### config.mk
export PLATFORM = sky130hd
export DESIGN_NAME = seven_segment_display_command_sequencer
export DESIGN_NICKNAME = d
export VERILOG_FILES = /design/src/hw/rtl/ssdcs_pkg.sv /design/src/hw/rtl/ssdcs_dp.sv /design/src/hw/rtl/ssdcs_ctrl.sv /design/src/hw/rtl/seven_segment_display_command_sequencer.sv
export SDC_FILE = /design/constraint.sdc
export NUM_CORES = 1
export LEC_CHECK = 0
export BUFFER_PORTS_ARGS = -buffer_cell sky130_fd_sc_hd__buf_2
export CAP_MARGIN = 40
export CORE_MARGIN = 2
export CORE_UTILIZATION = 27
export CTS_CLUSTER_SIZE = 14
export DETAILED_ROUTE_END_ITERATION = 12
export SLEW_MARGIN = 20
export SYNTH_ARGS = -nofsm -noshare
export SYNTH_HDL_FRONTEND = slang
export SYNTH_HIERARCHICAL = 1
export SYNTH_SLANG_ARGS = --single-unit
### constraint.sdc
create_clock -name i_clk -period 2.3 [get_ports i_clk]
set_input_delay 0.23 -clock i_clk [delete_from_list [all_inputs] [get_ports i_clk]]
set_output_delay 0.23 -clock i_clk [all_outputs]
set_load 0.01 [all_outputs]
### src/hw/rtl/ssdcs_pkg.sv
`default_nettype none

package ssdcs_pkg;

    localparam int DIGIT_COUNT_DEF = 4;

    // frame bytes
    localparam logic [7:0] BYTE_SETTINGS = 8'h80;
    localparam logic [7:0] BYTE_MODE_ALL = 8'h40;
    localparam logic [7:0] BYTE_MODE_ONE = 8'h44;
    localparam logic [7:0] BYTE_ADDR_ALL = 8'hC0;
    localparam logic [7:0] BYTE_ADDR_ONE = 8'hC1;
    localparam logic [7:0] DIGIT_MASK    = 8'h7F;

    typedef enum logic [2:0] {
        ACT_CONFIGURE  = 3'd0,
        ACT_BRIGHTNESS = 3'd1,
        ACT_ON         = 3'd2,
        ACT_OFF        = 3'd3,
        ACT_SET_DOT    = 3'd4,
        ACT_TOGGLE_DOT = 3'd5,
        ACT_SET_DIGIT  = 3'd6,
        ACT_REFRESH    = 3'd7
    } t_action;

    typedef enum logic [1:0] {
        SYM_START = 2'd0,
        SYM_BYTE  = 2'd1,
        SYM_STOP  = 2'd2
    } t_sym;

    typedef enum logic [2:0] {
        BS_NONE,
        BS_SETTINGS,
        BS_MODE_ALL,
        BS_MODE_ONE,
        BS_ADDR_ALL,
        BS_ADDR_ONE,
        BS_DIGIT
    } t_byte_sel;

    // which frames a command runs through
    typedef enum logic [1:0] {
        SEQ_SET,
        SEQ_CFG,
        SEQ_FULL,
        SEQ_DOT
    } t_seq;

    typedef enum logic [3:0] {
        ST_IDLE,
        ST_LEAD_STOP,
        ST_SET_START,
        ST_SET_BYTE,
        ST_SET_STOP,
        ST_MODE_START,
        ST_MODE_BYTE,
        ST_MODE_STOP,
        ST_ADDR_START,
        ST_ADDR_BYTE,
        ST_DIGIT,
        ST_END_STOP
    } t_state;

    typedef struct packed {
        logic      load;
        logic      emit;
        t_sym      kind;
        t_byte_sel sel;
        logic      last;
    } t_dp_cmd;

    typedef struct packed {
        logic bri_chg;
        logic on_chg;
        logic off_chg;
        logic dot_chg;
        logic out_free;
    } t_dp_stat;

endpackage

`default_nettype wire

### src/hw/rtl/ssdcs_dp.sv
`default_nettype none

module ssdcs_dp #(
    parameter int DIGIT_COUNT = ssdcs_pkg::DIGIT_COUNT_DEF
) (
    input  wire                            i_clk,
    input  wire                            i_rst_n,
    input  ssdcs_pkg::t_action             i_action,
    input  wire  [6:0]                     i_value,
    input  wire  [1:0]                     i_digit,
    input  ssdcs_pkg::t_dp_cmd             i_cmd,
    input  wire  [$clog2(DIGIT_COUNT)-1:0] i_digit_idx,
    output ssdcs_pkg::t_dp_stat            o_stat,
    input  wire                            i_m_tready,
    output logic                           o_m_tvalid,
    output logic [7:0]                     o_m_tdata,
    output logic [1:0]                     o_m_tuser,
    output logic                           o_m_tlast
);
    import ssdcs_pkg::*;

    localparam int DW = $clog2(DIGIT_COUNT);

    logic       r_en;
    logic [2:0] r_bri;
    logic       r_dot;
    logic [6:0] r_pat [DIGIT_COUNT];

    logic       r_out_valid;
    logic [7:0] r_out_byte;
    t_sym       r_out_kind;
    logic       r_out_last;

    logic       dot_want;
    logic [7:0] sym_byte;

    assign dot_want = (i_action == ACT_SET_DOT) ? i_value[0] : ~r_dot;

    always_comb begin
        o_stat.bri_chg  = (i_value[2:0] != r_bri);
        o_stat.on_chg   = ~r_en;
        o_stat.off_chg  = r_en;
        o_stat.dot_chg  = (dot_want != r_dot);
        o_stat.out_free = ~r_out_valid | i_m_tready;
    end

    always_comb begin
        case (i_cmd.sel)
            BS_SETTINGS: sym_byte = BYTE_SETTINGS | {4'b0000, r_en, r_bri};
            BS_MODE_ALL: sym_byte = BYTE_MODE_ALL;
            BS_MODE_ONE: sym_byte = BYTE_MODE_ONE;
            BS_ADDR_ALL: sym_byte = BYTE_ADDR_ALL;
            BS_ADDR_ONE: sym_byte = BYTE_ADDR_ONE;
            BS_DIGIT: begin
                if (i_digit_idx == DW'(1)) begin
                    sym_byte = {r_dot, r_pat[1]};
                end else begin
                    sym_byte = {1'b0, r_pat[i_digit_idx]} & DIGIT_MASK;
                end
            end
            default: sym_byte = 8'h00;
        endcase
    end

    // display state
    always_ff @(posedge i_clk) begin
        if (!i_rst_n) begin
            r_en  <= 1'b0;
            r_bri <= 3'd7;
            r_dot <= 1'b0;
            for (int i = 0; i < DIGIT_COUNT; i++) begin
                r_pat[i] <= 7'd0;
            end
        end else if (i_cmd.load) begin
            unique case (i_action)
                ACT_BRIGHTNESS: begin
                    r_bri <= i_value[2:0];
                    if (o_stat.bri_chg) begin
                        r_en <= 1'b1;
                    end
                end
                ACT_ON:                     r_en  <= 1'b1;
                ACT_OFF:                    r_en  <= 1'b0;
                ACT_SET_DOT, ACT_TOGGLE_DOT: r_dot <= dot_want;
                ACT_SET_DIGIT: begin
                    for (int i = 0; i < DIGIT_COUNT; i++) begin
                        if (int'(i_digit) == i) begin
                            r_pat[i] <= i_value;
                        end
                    end
                end
                default: ;
            endcase
        end
    end

    // output register
    always_ff @(posedge i_clk) begin
        if (!i_rst_n) begin
            r_out_valid <= 1'b0;
        end else if (i_cmd.emit) begin
            r_out_valid <= 1'b1;
        end else if (i_m_tready) begin
            r_out_valid <= 1'b0;
        end
    end

    always_ff @(posedge i_clk) begin
        if (i_cmd.emit) begin
            r_out_byte <= sym_byte;
            r_out_kind <= i_cmd.kind;
            r_out_last <= i_cmd.last;
        end
    end

    assign o_m_tvalid = r_out_valid;
    assign o_m_tdata  = r_out_byte;
    assign o_m_tuser  = r_out_kind;
    assign o_m_tlast  = r_out_last;

endmodule

`default_nettype wire

### src/hw/rtl/ssdcs_ctrl.sv
`default_nettype none

module ssdcs_ctrl #(
    parameter int DIGIT_COUNT = ssdcs_pkg::DIGIT_COUNT_DEF
) (
    input  wire                            i_clk,
    input  wire                            i_rst_n,
    input  wire                            i_s_tvalid,
    input  ssdcs_pkg::t_action             i_action,
    input  ssdcs_pkg::t_dp_stat            i_stat,
    output logic                           o_s_tready,
    output ssdcs_pkg::t_dp_cmd             o_cmd,
    output logic [$clog2(DIGIT_COUNT)-1:0] o_digit_idx
);
    import ssdcs_pkg::*;

    localparam int DW = $clog2(DIGIT_COUNT);

    t_state        r_state, n_state;
    t_seq          r_seq, n_seq;
    logic [DW-1:0] r_digit, n_digit;

    always_comb begin
        n_state = r_state;
        n_seq   = r_seq;
        n_digit = r_digit;
        unique case (r_state)
            ST_IDLE: begin
                if (i_s_tvalid) begin
                    unique case (i_action)
                        ACT_CONFIGURE: begin
                            n_state = ST_LEAD_STOP;
                            n_seq   = SEQ_CFG;
                        end
                        ACT_BRIGHTNESS: begin
                            if (i_stat.bri_chg) begin
                                n_state = ST_SET_START;
                                n_seq   = SEQ_SET;
                            end
                        end
                        ACT_ON: begin
                            if (i_stat.on_chg) begin
                                n_state = ST_SET_START;
                                n_seq   = SEQ_SET;
                            end
                        end
                        ACT_OFF: begin
                            if (i_stat.off_chg) begin
                                n_state = ST_SET_START;
                                n_seq   = SEQ_SET;
                            end
                        end
                        ACT_SET_DOT, ACT_TOGGLE_DOT: begin
                            if (i_stat.dot_chg) begin
                                n_state = ST_MODE_START;
                                n_seq   = SEQ_DOT;
                            end
                        end
                        ACT_REFRESH: begin
                            n_state = ST_MODE_START;
                            n_seq   = SEQ_FULL;
                        end
                        default: ;
                    endcase
                end
            end
            default: begin
                if (i_stat.out_free) begin
                    unique case (r_state)
                        ST_LEAD_STOP:  n_state = ST_SET_START;
                        ST_SET_START:  n_state = ST_SET_BYTE;
                        ST_SET_BYTE:   n_state = ST_SET_STOP;
                        ST_SET_STOP:   n_state = (r_seq == SEQ_CFG) ? ST_MODE_START : ST_IDLE;
                        ST_MODE_START: n_state = ST_MODE_BYTE;
                        ST_MODE_BYTE:  n_state = ST_MODE_STOP;
                        ST_MODE_STOP:  n_state = ST_ADDR_START;
                        ST_ADDR_START: n_state = ST_ADDR_BYTE;
                        ST_ADDR_BYTE: begin
                            n_state = ST_DIGIT;
                            n_digit = (r_seq == SEQ_DOT) ? DW'(1) : '0;
                        end
                        ST_DIGIT: begin
                            if (r_seq == SEQ_DOT || r_digit == DW'(DIGIT_COUNT - 1)) begin
                                n_state = ST_END_STOP;
                            end else begin
                                n_digit = r_digit + DW'(1);
                            end
                        end
                        default:       n_state = ST_IDLE;
                    endcase
                end
            end
        endcase
    end

    always_comb begin
        o_s_tready = 1'b0;
        o_cmd.load = 1'b0;
        o_cmd.emit = 1'b0;
        o_cmd.kind = SYM_START;
        o_cmd.sel  = BS_NONE;
        o_cmd.last = 1'b0;
        unique case (r_state)
            ST_IDLE: begin
                o_s_tready = 1'b1;
                o_cmd.load = i_s_tvalid;
            end
            ST_LEAD_STOP: begin
                o_cmd.emit = i_stat.out_free;
                o_cmd.kind = SYM_STOP;
            end
            ST_SET_START, ST_MODE_START, ST_ADDR_START: begin
                o_cmd.emit = i_stat.out_free;
            end
            ST_SET_BYTE: begin
                o_cmd.emit = i_stat.out_free;
                o_cmd.kind = SYM_BYTE;
                o_cmd.sel  = BS_SETTINGS;
            end
            ST_SET_STOP: begin
                o_cmd.emit = i_stat.out_free;
                o_cmd.kind = SYM_STOP;
                o_cmd.last = (r_seq == SEQ_SET);
            end
            ST_MODE_BYTE: begin
                o_cmd.emit = i_stat.out_free;
                o_cmd.kind = SYM_BYTE;
                o_cmd.sel  = (r_seq == SEQ_DOT) ? BS_MODE_ONE : BS_MODE_ALL;
            end
            ST_MODE_STOP: begin
                o_cmd.emit = i_stat.out_free;
                o_cmd.kind = SYM_STOP;
            end
            ST_ADDR_BYTE: begin
                o_cmd.emit = i_stat.out_free;
                o_cmd.kind = SYM_BYTE;
                o_cmd.sel  = (r_seq == SEQ_DOT) ? BS_ADDR_ONE : BS_ADDR_ALL;
            end
            ST_DIGIT: begin
                o_cmd.emit = i_stat.out_free;
                o_cmd.kind = SYM_BYTE;
                o_cmd.sel  = BS_DIGIT;
            end
            ST_END_STOP: begin
                o_cmd.emit = i_stat.out_free;
                o_cmd.kind = SYM_STOP;
                o_cmd.last = 1'b1;
            end
            default: ;
        endcase
    end

    assign o_digit_idx = r_digit;

    always_ff @(posedge i_clk) begin
        if (!i_rst_n) begin
            r_state <= ST_IDLE;
            r_seq   <= SEQ_SET;
            r_digit <= '0;
        end else begin
            r_state <= n_state;
            r_seq   <= n_seq;
            r_digit <= n_digit;
        end
    end

endmodule

`default_nettype wire

### src/hw/rtl/seven_segment_display_command_sequencer.sv
`default_nettype none

// Channel   Dir  tdata (low bit up)              tuser             tlast
// s_*       in   value[6:0], digit[8:7], 0 pad   action[2:0]       -
// m_*       out  bus_byte[7:0]                   symbol_kind[1:0]  last symbol of command
//
// One command at a time: accepted only while the sequencer is idle, then one
// bus symbol per cycle from the frame sequencer while m_tready does not stall it.
// Configure emits 10 + DIGIT_COUNT symbols, refresh 6 + DIGIT_COUNT, a dot
// change 7, a settings change 3, and a command that changes nothing none.
// Synchronous active-low reset: display off, brightness 7, dot clear, digits blank.
// A stalled m_tready holds the output register and freezes the sequencer.
module seven_segment_display_command_sequencer #(
    parameter int DIGIT_COUNT = ssdcs_pkg::DIGIT_COUNT_DEF
) (
    input  wire         i_clk,
    input  wire         i_rst_n,
    // command input
    input  wire         i_s_tvalid,
    output logic        o_s_tready,
    input  wire  [15:0] i_s_tdata,   // [6:0] value, [8:7] digit, [15:9] zero
    input  wire  [2:0]  i_s_tuser,   // [2:0] action
    // bus symbol output
    output logic        o_m_tvalid,
    input  wire         i_m_tready,
    output logic [7:0]  o_m_tdata,   // [7:0] bus_byte
    output logic [1:0]  o_m_tuser,   // [1:0] symbol_kind
    output logic        o_m_tlast
);
    import ssdcs_pkg::*;

    localparam int DW = $clog2(DIGIT_COUNT);

    t_action       action;
    t_dp_cmd       cmd;
    t_dp_stat      stat;
    logic [DW-1:0] digit_idx;

    assign action = t_action'(i_s_tuser);

    // frame sequencer
    ssdcs_ctrl #(
        .DIGIT_COUNT (DIGIT_COUNT)
    ) u_ctrl (
        .i_clk       (i_clk),
        .i_rst_n     (i_rst_n),
        .i_s_tvalid  (i_s_tvalid),
        .i_action    (action),
        .i_stat      (stat),
        .o_s_tready  (o_s_tready),
        .o_cmd       (cmd),
        .o_digit_idx (digit_idx)
    );

    // display state, byte build and output register
    ssdcs_dp #(
        .DIGIT_COUNT (DIGIT_COUNT)
    ) u_dp (
        .i_clk       (i_clk),
        .i_rst_n     (i_rst_n),
        .i_action    (action),
        .i_value     (i_s_tdata[6:0]),
        .i_digit     (i_s_tdata[8:7]),
        .i_cmd       (cmd),
        .i_digit_idx (digit_idx),
        .o_stat      (stat),
        .i_m_tready  (i_m_tready),
        .o_m_tvalid  (o_m_tvalid),
        .o_m_tdata   (o_m_tdata),
        .o_m_tuser   (o_m_tuser),
        .o_m_tlast   (o_m_tlast)
    );

`ifndef SYNTHESIS
    // a command always ends on a stop condition
    a_last_is_stop: assert property (@(posedge i_clk) disable iff (!i_rst_n)
        (o_m_tvalid && o_m_tlast) |-> (o_m_tuser == SYM_STOP))
        else $error("last symbol is not a stop");

    // start and stop carry no byte
    a_ctrl_byte_zero: assert property (@(posedge i_clk) disable iff (!i_rst_n)
        (o_m_tvalid && (o_m_tuser != SYM_BYTE)) |-> (o_m_tdata == 8'h00))
        else $error("nonzero byte on start or stop");

    // set digit emits nothing and leaves the sequencer idle
    a_set_digit_silent: assert property (@(posedge i_clk) disable iff (!i_rst_n)
        (i_s_tvalid && o_s_tready && (action == ACT_SET_DIGIT)) |=> o_s_tready)
        else $error("set digit started a frame");

    // a symbol is only loaded when the output slot is free
    a_emit_free: assert property (@(posedge i_clk) disable iff (!i_rst_n)
        cmd.emit |-> (!o_m_tvalid || i_m_tready))
        else $error("output register overwritten");
`endif

endmodule

`default_nettype wire

### Yosys cells after proc, flatten, opt, wreduce, memory -nomap -nowiden

Memory sizes are Yosys's and may differ from the RTL's. A register that Yosys moved wholly into a read port is not among the register bits.
Cells that the tools add are included.

| cells by class | value |
|---|---|
| reductions and logical operators | 20 |
| bitwise operators | 8 |
| eq/ne operators | 45 |
| $add $sub $neg | 1 |
| mux-type cells | 61 |

Operators by type and width:

| operator | number |
|---|---|
| $pmux W8 S6 | 1 |
| $pmux W4 S10 | 1 |
| $mux W4 | 8 |
| $mux W1 | 31 |
| $mux W7 | 4 |
| $pmux W4 S6 | 1 |
| $eq A3 B3 Y1 const B | 7 |
| $eq A4 B3 Y1 const B | 4 |
| $eq A4 B4 Y1 const B | 4 |
| $mux W2 | 7 |
| $eq A3 B2 Y1 const B | 4 |
| $pmux W2 S6 | 1 |
| $pmux W3 S4 | 1 |
| $reduce_or A11 Y1 | 1 |
| $ne A2 B2 Y1 const B | 5 |
| $ne A3 B3 Y1 const B | 3 |
| $eq A2 B2 Y1 const B | 4 |
| $eq A4 B2 Y1 const B | 2 |
| $mux W8 | 1 |
| $pmux W2 S2 | 2 |
| $reduce_and A8 Y1 | 1 |
| $reduce_or A4 Y1 | 2 |
| $ne A7 B7 Y1 const B | 1 |
| $reduce_and A7 Y1 | 1 |
| 24 further kinds | 38 |

| word-level totals | value |
|---|---|
| bits in registers | 25 |
| logic and storage cells | 146 |
| memories | 1 |
| RAM bits | 28 |
| bits of input ports | 23 |
| output and inout bits | 13 |

Memory list:

| name | depth | bits a word | rd ports | clocked after memory_dff | write ports | line | text |
|---|---|---|---|---|---|---|---|
| u_dp.r_pat | 4 | 7 | 2 | 1 | 4 | ssdcs_dp.sv:27 | `logic [6:0] r_pat [DIGIT_COUNT];` |

### Logic depth before layout (Yosys ltp)

| logic depth | value |
|---|---|
| depth after elaboration | 7 |
| gate-level depth with buffers | 8 |

### Hierarchy

Netlist, hierarchy kept.

By module, submodules not included:

| module | instances | area each (um2) | cells each |
|---|---|---|---|
| ssdcs_dp | 1 | 2104.5 | 149 |
| ssdcs_ctrl | 1 | 864.6 | 108 |

### Least setup slack after synthesis

OpenSTA, ideal clock, no wires.

| timing path | value |
|---|---|
| path type | reg-to-reg |
| start point | register u_ctrl.r_state[1] |
| end point | memory u_dp.r_pat[0][0], enable pin |
| stages on the path, launching flop included | 7 |
| path buffers | 2 |
| slack | -0.079 ns |
| arrival time | 1.996 ns |
| library setup time | 0.383 ns |
| path through | dfxtp_1 > buf_6 > nor4_4 > and2_1 > nand4b_4 > buf_6 > o31ai_1 |

RTL lines:

| what | line | text |
|---|---|---|
| from (decl) | ssdcs_ctrl.sv:19 | `t_state r_state, n_state;` |
| from (signal assigned) | ssdcs_ctrl.sv:161 | `r_state <= n_state;` |
| to (decl) | ssdcs_dp.sv:27 |  |

==> run metrics <==
final setup fails=0; fin crit period=between 2000 and 2500 ps; Crit. Startpoint=u_ctrl/r_state[0]$_SDFFE_PN0P_; Hold WS=204 ps; Worst Skew=approximately 13 ps; total track usage=a little under an eighth; commonest non-fill, non-tap cells in the layout=edfxtp_1 (39), and2_1 (32), buf_2 (28); WS Path Type=reg -> reg; std cell rows=38; Arr. time, crit path=2070 ps; Worst-Skew Late Latency=320 ps; Area Growth Syn to Fin=14.7%; setup slack after layout=263 ps; Mapped Cells=257; Die Y=109 um; area occupied by multi-input gates=1410 um^2; EDFF count, synth=39; clk buf depth=2; Worst Path Required=2340 ps; warnings from Yosys=6; startpoint types=flip-flop; maximum VDD drop=between 0.4 and 0.5 mV; Pleak=between 1 and 1.5 nW; Hold Path Cell Cnt=3; register area=1450 um^2; root buffer cell=clkbuf_8; Synth Register Bits=53; Starting DRT DRC Count=96; commonest non-fill, non-tap cell in the layout=edfxtp_1; CTS Buf Count=5; drt pass-1 iters=4; Hold Startpoint=i_s_tdata[2]; postcts setup bufs=0; post-synthesis sequential area ratio=48.9%; dpl ws=between 200 and 300 ps; met1 GRT Util=15.7%; gr busiest metal=met2; Main synth FF type=edfxtp_1; Post-Syn Area=approximately 3000 um^2; Initial Util=27.5%; chip width=109 um; worst slew pin tran=~570 ps; Hold Fails Final Rpt=0; Placer Congestion=0.776; GR Layer Usage met2=19.0%; vias in the first global route=around 2100; PortBufs=28; pin count of the biggest net entering global routing=21; average wire per standard cell=14.6 um; Max Cap Viol=0; CTS tree=built; Ant. Diodes=0; Max transition margin=slightly above 60%; Worst R2R Path Depth=5; worst r2r src=u_ctrl/r_state[0]$_SDFFE_PN0P_; Synthesized Nets=281; antenna violations before repair=0; TritonCTS sink count=53; post-synth cell types=61; Post-CTS Hold Buffers=0; CTS clock-pin slew for the worst setup and hold paths=100 ps; status=completed; post-CTS sizing=0; unrepaired setup endpoints after global routing=no; Fmax=approximately 500 MHz; DR vias=2077; placeable core region=10800 um^2; Avg Inst Size Synth=11.6 um^2; Ports=36; fin crit share=88.6%; share of post-route cells with drive strength above 1=25.0%; CP endpoint kind=flip-flop; Final Slew Violations=0; met3 GRT Util=2.63%; post-route ant nets=0; DRT Wirelength=~6300 um; HPWL after detailed placement=4750 um; FFs w/ async S/R, synth=0%; worst-path fanout max=14; pwr dens=842 nW/um^2; DRC errors left=0; DIE AREA=11900 um^2; NumNets Final=315; H-tree Lvls=2; Filler cells=1095; global-route wire length before repair=10700 um; aggregate global routing overflow=0; Vias/cell=a little under 5; Hold Crit Class=in -> reg
==> per-layer routing <==
layer	part of all wire (%)	wire length [um]
met3	3.4	214
met4	0.82	52
met1	48	3020
met2	48	3030
met5	0	0
==> cell usage after synthesis (3+ instances only) <==
master | n | area, um^2
nand2b_1 | 10 | 62.6
clkbuf_1 | 4 | 15.0
nor3_1 | 3 | 15.0
or3b_1 | 3 | 26.3
xnor2_1 | 5 | 43.8
nand2_1 | 10 | 37.5
o21ai_1 | 4 | 20.0
buf_2 | 7 | 35.0
nand3b_1 | 3 | 22.5
nor3_2 | 3 | 30.0
nor2b_1 | 3 | 18.8
nand3_1 | 4 | 20.0
a21oi_1 | 11 | 55.1
a32o_1 | 4 | 40.0
mux2i_1 | 4 | 40.0
dfxtp_1 | 14 | 280
mux4_2 | 7 | 158
o21ai_0 | 9 | 45.0
o21bai_1 | 3 | 22.5
and2_1 | 32 | 200
inv_1 | 7 | 26.3
edfxtp_1 | 39 | 1170
nor2_1 | 15 | 56.3
a21o_1 | 3 | 22.5
==> layout make-up <==
type | count | area share (%)
tap | 140 | 5.15
timing repair buffer | 42 | 7.20
multi-input combinational | 181 | 41.3
inverter | 8 | 0.882
clock inverter | 3 | 0.845
sequential | 53 | 42.6
clock buffer | 5 | 2.02
==> worst max-delay path, cell delays in order (launching register included) <==
cell and delay, ps:
dfxtp_1 500, nor4_4 240, and2_1 310, nand4b_4 270
o31ai_2 240, buf_4 200
==> registers in the layout, summed over array words and instances (netlist names) <==
name,cells
u_dp/r_bri,3
u_dp/o_m_tuser,2
u_dp/o_m_tlast,1
u_ctrl/o_digit_idx,2
u_ctrl/r_state,4
u_ctrl/r_seq,2
u_dp/r_en,1
u_dp/r_dot,1
u_dp/o_m_tvalid,1
u_dp/o_m_tdata,8
u_dp/r_pat,28
==> power breakdown <==
group          internal, mW  switching, mW
Combinational         0.417          0.541
Sequential             1.23          0.110
Clock                 0.228          0.340
Total                  1.88          0.991
==> metrics by stage <==
step	utilization [%]	std cells	total power, mW	TNS (ps)	area (um^2)
after floorplan	-	257	2.00	-509	2970
after global placement	30.6	424	2.31	0	3310
after detailed placement	30.6	424	2.33	0	3310
after CTS	31.5	432	2.90	0	3400
after global routing	31.5	432	3.05	0	3400
final	31.5	432	2.87	0	3400
==> cell families (layout without fill, tap and decap cells) <==
logic type	Yosys count	after routing	synth area share, %
XOR/XNOR	7	7	2.06
multiplexers	11	11	6.66
flip-flops	53	53	48.9
AO/OA/AOI/OAI	55	55	13.7
adder cells (fa/ha/maj)	1	1	0.421
AND/OR/NAND/NOR	107	107	24.3
buffers and inverters	23	58	3.96
==> worst paths after layout <==
| kind | to | slack (ps) |
|---|---|---|
| worst max-delay path | u_dp/r_pat[0][2]$_SDFFCE_PN0P_ | 260 |
| worst min-delay path | u_dp/r_bri[2]$_SDFFE_PN1P_ | 200 |
| worst min register to register | u_dp/r_bri[2]$_SDFFE_PN1P_ | 540 |
| worst max register to register | u_dp/r_pat[0][2]$_SDFFCE_PN0P_ | 260 |
No activity file was read; power rests on OpenSTA's default activity.
